===== config.mk =====
export PLATFORM = sky130hd
export DESIGN_NAME = kaa_dist
export DESIGN_NICKNAME = d
export VERILOG_FILES = /design/src/rtl/core/kaa_pkg.sv /design/src/rtl/core/kaa_dist.sv
export SDC_FILE = /design/constraint.sdc
export NUM_CORES = 1
export LEC_CHECK = 0
export CORE_ASPECT_RATIO = 0.6
export CORE_MARGIN = 2
export CORE_UTILIZATION = 50
export DETAILED_ROUTE_END_ITERATION = 6
export DONT_BUFFER_PORTS = 1
export GPL_ROUTABILITY_DRIVEN = 0
export GPL_TIMING_DRIVEN = 0
export SYNTH_ARGS = -nofsm -noshare
export SYNTH_HDL_FRONTEND = slang
export SYNTH_SLANG_ARGS = --single-unit

===== constraint.sdc =====
create_clock -name clk -period 5.8 [get_ports clk]
set_input_delay 0.58 -clock clk [delete_from_list [all_inputs] [get_ports clk]]
set_output_delay 0.58 -clock clk [all_outputs]
set_load 0.03 [all_outputs]

===== src/rtl/core/kaa_pkg.sv =====
// Shared types and constants for the k-means assignment/accumulate block.
package kaa_pkg;

	typedef enum logic [1:0] {
		OP_LOAD  = 2'd0,
		OP_POINT = 2'd1,
		OP_READ  = 2'd2,
		OP_CLEAR = 2'd3
	} op_t;

	localparam logic KIND_ASSIGN = 1'b0;
	localparam logic KIND_READ   = 1'b1;

	localparam int CFG_IDX_W  = 1;
	localparam int CFG_DATA_W = 6;
	localparam logic [CFG_IDX_W-1:0] REG_NUM_FEATURES = 1'b0;
	localparam logic [CFG_IDX_W-1:0] REG_NUM_CLUSTERS = 1'b1;

	// cluster index as carried through the distance pipeline (up to 64 clusters)
	localparam int KIDX_W = 6;
	localparam int DIST_W = 37;

	typedef struct packed {
		op_t                operation;
		logic [4:0]         cluster;
		logic [3:0]         feature;
		logic signed [15:0] value;
	} kaa_item_t;

	typedef struct packed {
		logic               kind;
		logic [4:0]         cluster_res;
		logic signed [31:0] feature_sum;
		logic [31:0]        point_count;
	} kaa_res_t;

	typedef struct packed {
		logic              first;
		logic              last;
		logic [KIDX_W-1:0] k;
	} dist_tag_t;

	typedef enum logic [2:0] {
		ST_CLEAR,
		ST_IDLE,
		ST_READ,
		ST_ASSIGN,
		ST_ADRAIN,
		ST_ACCUM,
		ST_ADONE,
		ST_EMIT
	} state_t;

endpackage


===== src/rtl/core/kaa_dist.sv =====
// Squared-distance pipeline: difference and square, then accumulate and best-so-far compare.
module kaa_dist (
	input  logic                        clk,
	input  logic                        arst_n,
	input  logic                        start,
	input  logic                        v_s1,
	input  kaa_pkg::dist_tag_t          tag_s1,
	input  logic signed [15:0]          cval,
	input  logic signed [15:0]          pval,
	output logic [kaa_pkg::KIDX_W-1:0]  best_k,
	output logic                        busy
);
	import kaa_pkg::*;

	logic signed [16:0] diff;
	logic signed [33:0] prod;
	logic [32:0]        sq_s2;
	dist_tag_t          tag_s2;
	logic               v_s2;
	logic [DIST_W-1:0]  acc_q;
	logic [DIST_W-1:0]  best_d_q;
	logic [KIDX_W-1:0]  best_k_q;
	logic [DIST_W-1:0]  dsum;

	assign diff = {pval[15], pval} - {cval[15], cval};
	assign prod = diff * diff;
	assign dsum = (tag_s2.first ? '0 : acc_q) + DIST_W'(sq_s2);

	always_ff @(posedge clk or negedge arst_n) begin
		if (!arst_n) begin
			v_s2     <= 1'b0;
			best_d_q <= '1;
			best_k_q <= '0;
		end else begin
			v_s2 <= v_s1;
			if (start) begin
				best_d_q <= '1;
				best_k_q <= '0;
			end else if (v_s2 && tag_s2.last && (dsum < best_d_q)) begin
				// strict less: ties keep the lower cluster
				best_d_q <= dsum;
				best_k_q <= tag_s2.k;
			end
		end
	end

	always_ff @(posedge clk) begin
		if (v_s1) begin
			sq_s2  <= prod[32:0];
			tag_s2 <= tag_s1;
		end
		if (v_s2)
			acc_q <= dsum;
	end

	assign best_k = best_k_q;
	assign busy   = v_s2;

endmodule


== Word level (Yosys, flattened, before mapping) ==
Cells that the tools add are included.
Storage, ports and cells
  memories: 0
  ROM bits: 0
  bits in latches: 0
  input port bits: 44
  RAM bits: 0
  register bits after elaboration: 122
Operators by class
  eq/ne operators: 0
  $lt $le $gt $ge: 1
  shifts and indexed selects: 0
  multiplexer cells: 5
  multiply operators: 1
  bitwise gates (word level): 0
  reduce and logical (&&, ||, !) cells: 3
  divide/modulo/power cells: 0
  add/subtract/negate cells: 2
Operators by type and width (number)
  two-way mux 37 bit: 3
  adder 37 x 33 -> 37 bit: 1
  < comparator 37 bit: 1
  multiplier 17 x 17 -> 33 bit: 1
  subtractor 16 x 16 -> 17 bit: 1
  two-way mux 6 bit: 2
  logical AND 1 bit: 2
  nonzero test 2 bit: 1

== Depth between registers and ports, before layout ==
Gate-level depths: netlist of the first run.
  word-level depth: 6
  depth in mapped cells: 36

== Least setup slack after synthesis of the first run ==
No wires, ideal clock.
  path kind: input port to flip-flop
  start point: input pval[0]
  end point: register sq_s2[31] (data pin)
  library setup time: 0.257 ns
  slack: -2.471 ns
  stages on the path: 34
  path buffers: 1
  data arrival time: 8.014 ns
  cells stage by stage: inv_1 > ha_1 > fa_1 > nor2b_1 > o21ai_1 > a21bo_1 > a221oi_2 > a311oi_1 > o21a_2 > o2111ai_1 > o21ai_2 > inv_2 > buf_4 > nor2_1 > fa_1 > fa_1 > inv_1 > fa_1 > inv_1 > fa_1 > fa_1 > inv_1 > fa_1 > inv_1 > ha_1 > a211oi_1 > o21ai_0 > a211oi_1 > a21oi_1 > nor4_2 > a21oi_1 > a41o_1 > o41a_1 > xor2_1
On the way
  cells in the longest elaborated chain, start to end: 2
Ends and longest elaborated chain
  start, declared: line kaa_dist.sv:9  | input logic signed [15:0] pval,
  subtractor 16 x 16 -> 17 bit: line kaa_dist.sv:25  | assign diff = {pval[15], pval} - {cval[15], cval};
  multiplier 17 x 17 -> 33 bit: line kaa_dist.sv:26  | assign prod = diff * diff;
  net prod[31]: line kaa_dist.sv:16  | logic signed [33:0] prod;
  end signal, assigned: line kaa_dist.sv:49  | sq_s2 <= prod[32:0];
  end, declared: line kaa_dist.sv:17  | logic [32:0] sq_s2;
The timed path passes the listed nets, and every way through them passes these cells.
A chain may end at the register's enable or synchronous reset.

== Worst setup path in the final report of the first run ==
Same ends and word-level chain as after synthesis.

==> impl_metrics.py, run 1 <==
metrics = {
    "timing": {
        "setup_tns_ns": -32.31,
        "worst_clock_skew_ns": 0.00804,
        "fin_crit_sh_pct": 138,
        "finalWorstSetupSlack_ns": -2.22,
        "maxSlewHeadroom_pct": 47.8,
        "slew_viol_final": 0,
        "rsz0062_at_grt": "yes",
        "fmax_ghz": 0.125,
        "setup_viol": 24,
        "tightestPinTransition_ns": 0.783,
        "finalHoldViolCount": 0,
        "fin_crit_ns": 8.02,
    },
    "worst_setup_path": {
        "critical_path_required_ns": 5.98,
        "worstPathArrival_ns": 8.20,
        "worstPathMaxFanout": 5,
        "worst_path_dominant_cell_family": "adder cells",
        "cp.buffers_inverters": 9,
        "rr_worst_depth": 23,
        "cpMostUsedCell": "fa_1",
        "cp.depth": 36,
        "max_stage_delay_ns": 0.57,
        "critPathKind": "primary input to flop",
        "endpoint_kind": "flop",
        "startpoint_type": "primary input",
        "crit_slowest_cell": "fa_1",
    },
    "global_routing": {
        "grt_pass1_wl_um": 71000,
        "grt_antenna_before_repair": 0,
        "grt-ovfl-total": 0,
        "first_global_vias": 13293,
        "grt_max_degree": 45,
        "track_usage_pct": 25.2,
    },
    "routing": {
        "ant_nets": 0,
        "drt-total-wl_um": 42400,
        "drt_iter0_markers": 819,
        "dr.pass1.iters": 5,
        "via_per_inst": 5.29,
        "wl_per_cell_um": 17.8,
        "remaining_drc_errors": 0,
        "vias": 12609,
    },
    "finish": {
        "drive_above_1_share_pct": 21.0,
        "syn2layout_area_growth_pct": 18.2,
        "antenna_cells": 0,
        "nNetsFinal": 2385,
    },
    "die": {
        "die-area_sq_um": 36400,
        "core_area_sq_um": 34000,
        "dieHeight_um": 149,
        "start_util_pct": 51.3,
        "ios": 51,
        "rows": 52,
        "die_x_um": 245,
    },
    "yosys": {
        "synthTopCellsByArea": "fa_1, edfxtp_1, ha_1, inv_1, dfstp_2",
        "yosysSeqAreaShare_pct": 19.8,
        "synth_cell_type_count": 90,
        "synth_edf_count": 77,
        "synth.most_common_cell": "inv_1",
        "syn_avg_cell_area_sq_um": 9.60,
        "netlist_area_sq_um": 17400,
        "yosys.area.top_type": "fa_1",
        "synth_nets": 2289,
        "synth_top_area_share_pct": 30.4,
        "ys_seq_elements": 121,
        "syn_inst": 1817,
        "synthArstFlopShare_pct": 36.4,
        "synth_flop_cell": "edfxtp_1",
        "synthTopCellsByCount": "inv_1, fa_1, ha_1",
        "ys_warn_count": 0,
    },
    "hold_path": {
        "hold_path_depth": 0,
        "hold_path.class": "primary input to flop",
    },
    "clocking": {
        "cts-root-buf": "clkbuf_16",
        "clk_pin_slew_ns": 0.06,
        "cts_tree": "built",
        "htreeDepth": 4,
        "cts_buffer_depth": 2,
        "numCtsBuffers": 17,
        "insertion_delay_ns": 0.43,
        "clkSinkCount": 121,
    },
    "placement": {
        "pre_cts_slack_ns": -3.53,
        "hpwlAfterDp_um": 34000,
        "io_buffers": 0,
    },
    "outcome": {
        "status": "complete, but fails checks",
        "violations": "negative setup slack",
    },
    "flow_run": {
        "max-cap-violations": 0,
    },
}
==> worst reg2reg max path, stage by stage, from the launching register on <==
cell	delay (ns)
edfxtp_1	0.40
buf_2	0.29
buf_4	0.28
nor2b_1	0.08
ha_1	0.35
and4b_1	0.30
o2bb2ai_4	0.10
o21ai_4	0.24
nand4bb_2	0.28
a31oi_4	0.35
nor2_1	0.12
o31ai_2	0.25
xor2_1	0.36
ha_1	0.33
a21o_1	0.18
a21o_1	0.18
a21o_1	0.18
a21oi_1	0.16
o21ai_1	0.16
a21oi_4	0.19
buf_12	0.13
buf_2	0.22
nor2_1	0.06
a211o_1	0.26
==> worst paths after layout <==
check / start / end / slack, ns
worst min register to register: tag_s2[5] / best_k[5] / 0.49
worst max-delay path: pval[0] / sq_s2[31] / -2.22
worst min-delay path: v_s1 / busy / 0.19
min in group asynchronous: arst_n / busy / 0.69
max in group asynchronous: arst_n / best_d_q[28] / 4.84
worst max register to register: tag_s2[7] / best_d_q[31] / 0.28
==> cells by family (layout without fill, tap and decap cells) <==
| group | after synthesis | after routing | share of synthesized area [%] |
|---|---|---|---|
| AO/OA/AOI/OAI | 284 | 284 | 11.9 |
| XOR/XNOR | 82 | 82 | 4.31 |
| adder cells (fa/ha/maj) | 428 | 428 | 42.1 |
| buffers and inverters | 462 | 571 | 10.2 |
| flip-flops | 121 | 121 | 19.8 |
| multiplexers | 7 | 7 | 0.409 |
| AND/OR/NAND/NOR | 433 | 433 | 11.2 |
==> per-stage QoR <==
stage | util [%] | cell area (sq um) | hold slack, ns | std cells
2_1_floorplan | - | 17700 | 0.284 | 1817
3_5_place_dp | 53.8 | 18300 | 0.290 | 2277
3_3_place_gp | 53.8 | 18300 | 0.288 | 2276
6_report | 60.6 | 20600 | 0.194 | 2385
4_1_cts | 59.3 | 20200 | 0.169 | 2379
5_1_grt | 60.6 | 20600 | 0.166 | 2385
==> sequential cells by signal, indices dropped and copies added, names as in the netlist <==
| name | count |
|---|---|
| busy | 1 |
| tag_s2 | 8 |
| sq_s2 | 32 |
| best_d_q | 37 |
| best_k | 6 |
| acc_q | 37 |
==> cell usage in the layout (no fill, tap or decap), drive strengths merged, types with 3 or more instances in the layout <==
cell type / count
nand3b: 3
xor2: 19
nor2: 153
nand3: 16
nor3: 16
edfxtp: 77
o21bai: 5
a21oi: 65
fa: 265
o21a: 12
nor2b: 43
o31ai: 9
xnor2: 63
inv: 418
a211o: 5
clkinvlp: 4
a31o: 3
o21ai: 47
dfstp: 37
ha: 163
nand4: 13
a31oi: 9
nand2: 154
a21o: 51
clkbuf: 45
o211a: 3
dfrtp: 7
and2: 4
and3: 10
clkinv: 5
a211oi: 13
or3: 6
o2111ai: 3
o211ai: 32
buf: 96
nand2b: 4
mux2i: 6
a21boi: 5
==> layout make-up <==
| type | instances | area (sq um) |
|---|---|---|
| fill | 2966 | 13400 |
| multi-input combinational | 1234 | 13300 |
| sequential | 121 | 3460 |
| inverter | 415 | 1590 |
| timing repair buffer | 79 | 771 |
| tap | 459 | 574 |
| clock buffer | 19 | 464 |
| buffer | 45 | 322 |
| clock inverter | 13 | 118 |
==> repair_timing <==
item | 4_1_cts | 5_1_grt
hold buffers | 2 | 0
hold endpoints to repair | 44 | 0
setup buffers | 68 | 15
gates resized for setup | 156 | 102
pin swaps | 81 | 51
gates cloned | 1 | 0
setup endpoints to repair | 67 | 66
==> metal layers <==
metal	global-route usage (%)	up-vias	routed length, um
li1	-	6002	-
met1	39.6	6254	21800
met2	34.8	313	16900
met3	7.45	40	3290
met4	3.78	0	366
met5	0	-	0
Power of run 1 is left out: the tool's default activity adds up to more than one toggle a clock period on the data nets, which glitch-free logic cannot reach.
==> inputs of run 2 (changes only) <==
- CORE_UTILIZATION: 50 -> 45
==> run 2 against run 1 <==
- the run still ends with negative setup slack left
- routed wire length rose by 0.23%
- non-clock buffer count grew 13
- global-route usage fell by 2.8 points
- via count grew 2.1%
- hold slack better by 0.0016 ns
- largest cell class unchanged
==> impl_metrics.py, run 2 (same netlist as run 1, synthesis figures left out) <==
metrics = {
    "outcome": {
        "status": "complete, but fails checks",
        "violations": "negative setup slack",
    },
    "global_routing": {
        "first_global_vias": 13508,
        "grt_max_degree": 43,
        "grt_antenna_before_repair": 0,
        "grt-ovfl-total": 0,
        "track_usage_pct": 22.5,
        "grt_pass1_wl_um": 70600,
    },
    "die": {
        "die-area_sq_um": 40400,
        "die_x_um": 258,
        "rows": 55,
        "core_area_sq_um": 37900,
        "dieHeight_um": 156,
        "start_util_pct": 46.0,
        "ios": 51,
    },
    "hold_path": {
        "hold_path.class": "primary input to flop",
        "worstHoldStart": "v_s1",
    },
    "clocking": {
        "cts-root-buf": "clkbuf_16",
        "cts_tree": "built",
        "htreeDepth": 4,
        "clkSinkCount": 121,
        "clk_pin_slew_ns": 0.06,
        "cts_buffer_depth": 2,
        "insertion_delay_ns": 0.43,
        "numCtsBuffers": 17,
    },
    "routing": {
        "via_per_inst": 5.25,
        "ant_nets": 0,
        "drt-total-wl_um": 42500,
        "remaining_drc_errors": 0,
        "vias": 12870,
        "drt_iter0_markers": 844,
        "dr.pass1.iters": 5,
        "wl_per_cell_um": 17.3,
    },
    "worst_setup_path": {
        "cpMostUsedCell": "inv_2",
        "cp-startpoint": "pval[0]",
        "worst_path_dominant_cell_family": "adder cells",
        "startpoint_type": "primary input",
        "worstPathMaxFanout": 4,
        "max_stage_delay_ns": 0.56,
        "cp.buffers_inverters": 9,
        "critical_path_required_ns": 5.97,
        "critPathKind": "primary input to flop",
        "worstPathArrival_ns": 8.16,
        "r2r_start": "tag_s2[7]",
        "crit_slowest_cell": "fa_2",
        "endpoint_kind": "flop",
    },
    "placement": {
        "hpwlAfterDp_um": 32900,
        "io_buffers": 0,
        "placedInstanceArea_sq_um": 18400,
        "pre_cts_slack_ns": -3.55,
    },
    "finish": {
        "layout_commonest_cell": "inv_1",
        "postLayoutCoreUtil_pct": 54.8,
        "top_regs": "acc_q x37, best_d_q x37, sq_s2 x32",
        "nNetsFinal": 2398,
        "syn2layout_area_growth_pct": 19.2,
        "antenna_cells": 0,
        "design_area_sq_um": 20800,
        "drive_above_1_share_pct": 20.9,
        "final_cell_mix": "inv_1, fa_1, nand2_1, ha_1, nor2_1",
    },
    "flow_run": {
        "max-cap-violations": 0,
    },
    "timing": {
        "worst_clock_skew_ns": 0.00914,
        "fmax_ghz": 0.125,
        "rsz0062_at_grt": "yes",
        "setup_tns_ns": -34.26,
        "fin_crit_ns": 7.99,
        "finalHoldViolCount": 0,
        "finalWorstSetupSlack_ns": -2.19,
        "tightestPinTransition_ns": 0.962,
        "slew_viol_final": 0,
        "fin_crit_sh_pct": 138,
        "setup_viol": 23,
        "maxSlewHeadroom_pct": 35.9,
    },
}
run 2: final timing paths:
check | depth (start not counted) | endpoint | slack (ns)
max in group asynchronous | 2 | best_d_q[25] | 4.56
worst max register to register | 24 | best_d_q[29] | 0.33
worst min register to register | 2 | best_k[4] | 0.49
worst max-delay path | 36 | sq_s2[31] | -2.19
min in group asynchronous | 1 | best_d_q[27] | 0.91
worst min-delay path | 0 | busy | 0.20
run 2: timing repair:
item	4_1_cts	5_1_grt
hold buffers	2	0
resized for setup	131	137
pin swaps	78	53
hold endpoints to repair	42	0
buffers inserted	57	37
endpoints found under the setup margin	67	68
run 2: through the flow:
step,hold slack (ns),cells
after detailed placement,0.291,2331
after global placement,0.290,2330
after floorplan,0.284,1817
after global routing,0.172,2452
after CTS,0.169,2420
final,0.196,2452
run 2: routing by layer:
| layer | track usage, % | vias to the layer above | wire (um) |
|---|---|---|---|
| met5 | 0 | - | 0 |
| met4 | 3.85 | 0 | 356 |
| met3 | 4.31 | 28 | 2880 |
| met2 | 33.0 | 309 | 18200 |
| met1 | 34.7 | 6510 | 21000 |
| li1 | - | 6023 | - |
run 2: layout make-up:
cell class | instances | area (sq um)
inverters | 415 | 1610
multi-input cells | 1234 | 13300
flip-flops and latches | 121 | 3460
fillers | 3330 | 17100
clock inverters | 13 | 154
repair buffers | 93 | 882
clock buffers | 19 | 433
plain buffers | 44 | 320
well taps | 513 | 642
run 2: worst reg2reg max path, cell delays in order, from the launching register on:
cell and delay, ns:
edfxtp_1 0.42, clkbuf_4 0.24, buf_4 0.23, nor2b_1 0.13
ha_1 0.23, ha_2 0.24, a211oi_1 0.11, o211ai_2 0.27
buf_4 0.17, a31oi_4 0.13, a2111oi_4 0.45, nor2_1 0.16
o21ai_1 0.17, a21oi_1 0.11, xnor2_1 0.33, ha_1 0.32
a21oi_1 0.27, nand2_1 0.16, a211oi_1 0.24, o21ai_1 0.16
a21oi_4 0.19, buf_12 0.14, buf_2 0.29, nand2_1 0.10
o211ai_1 0.11
Power of run 2 is left out for the same reason.
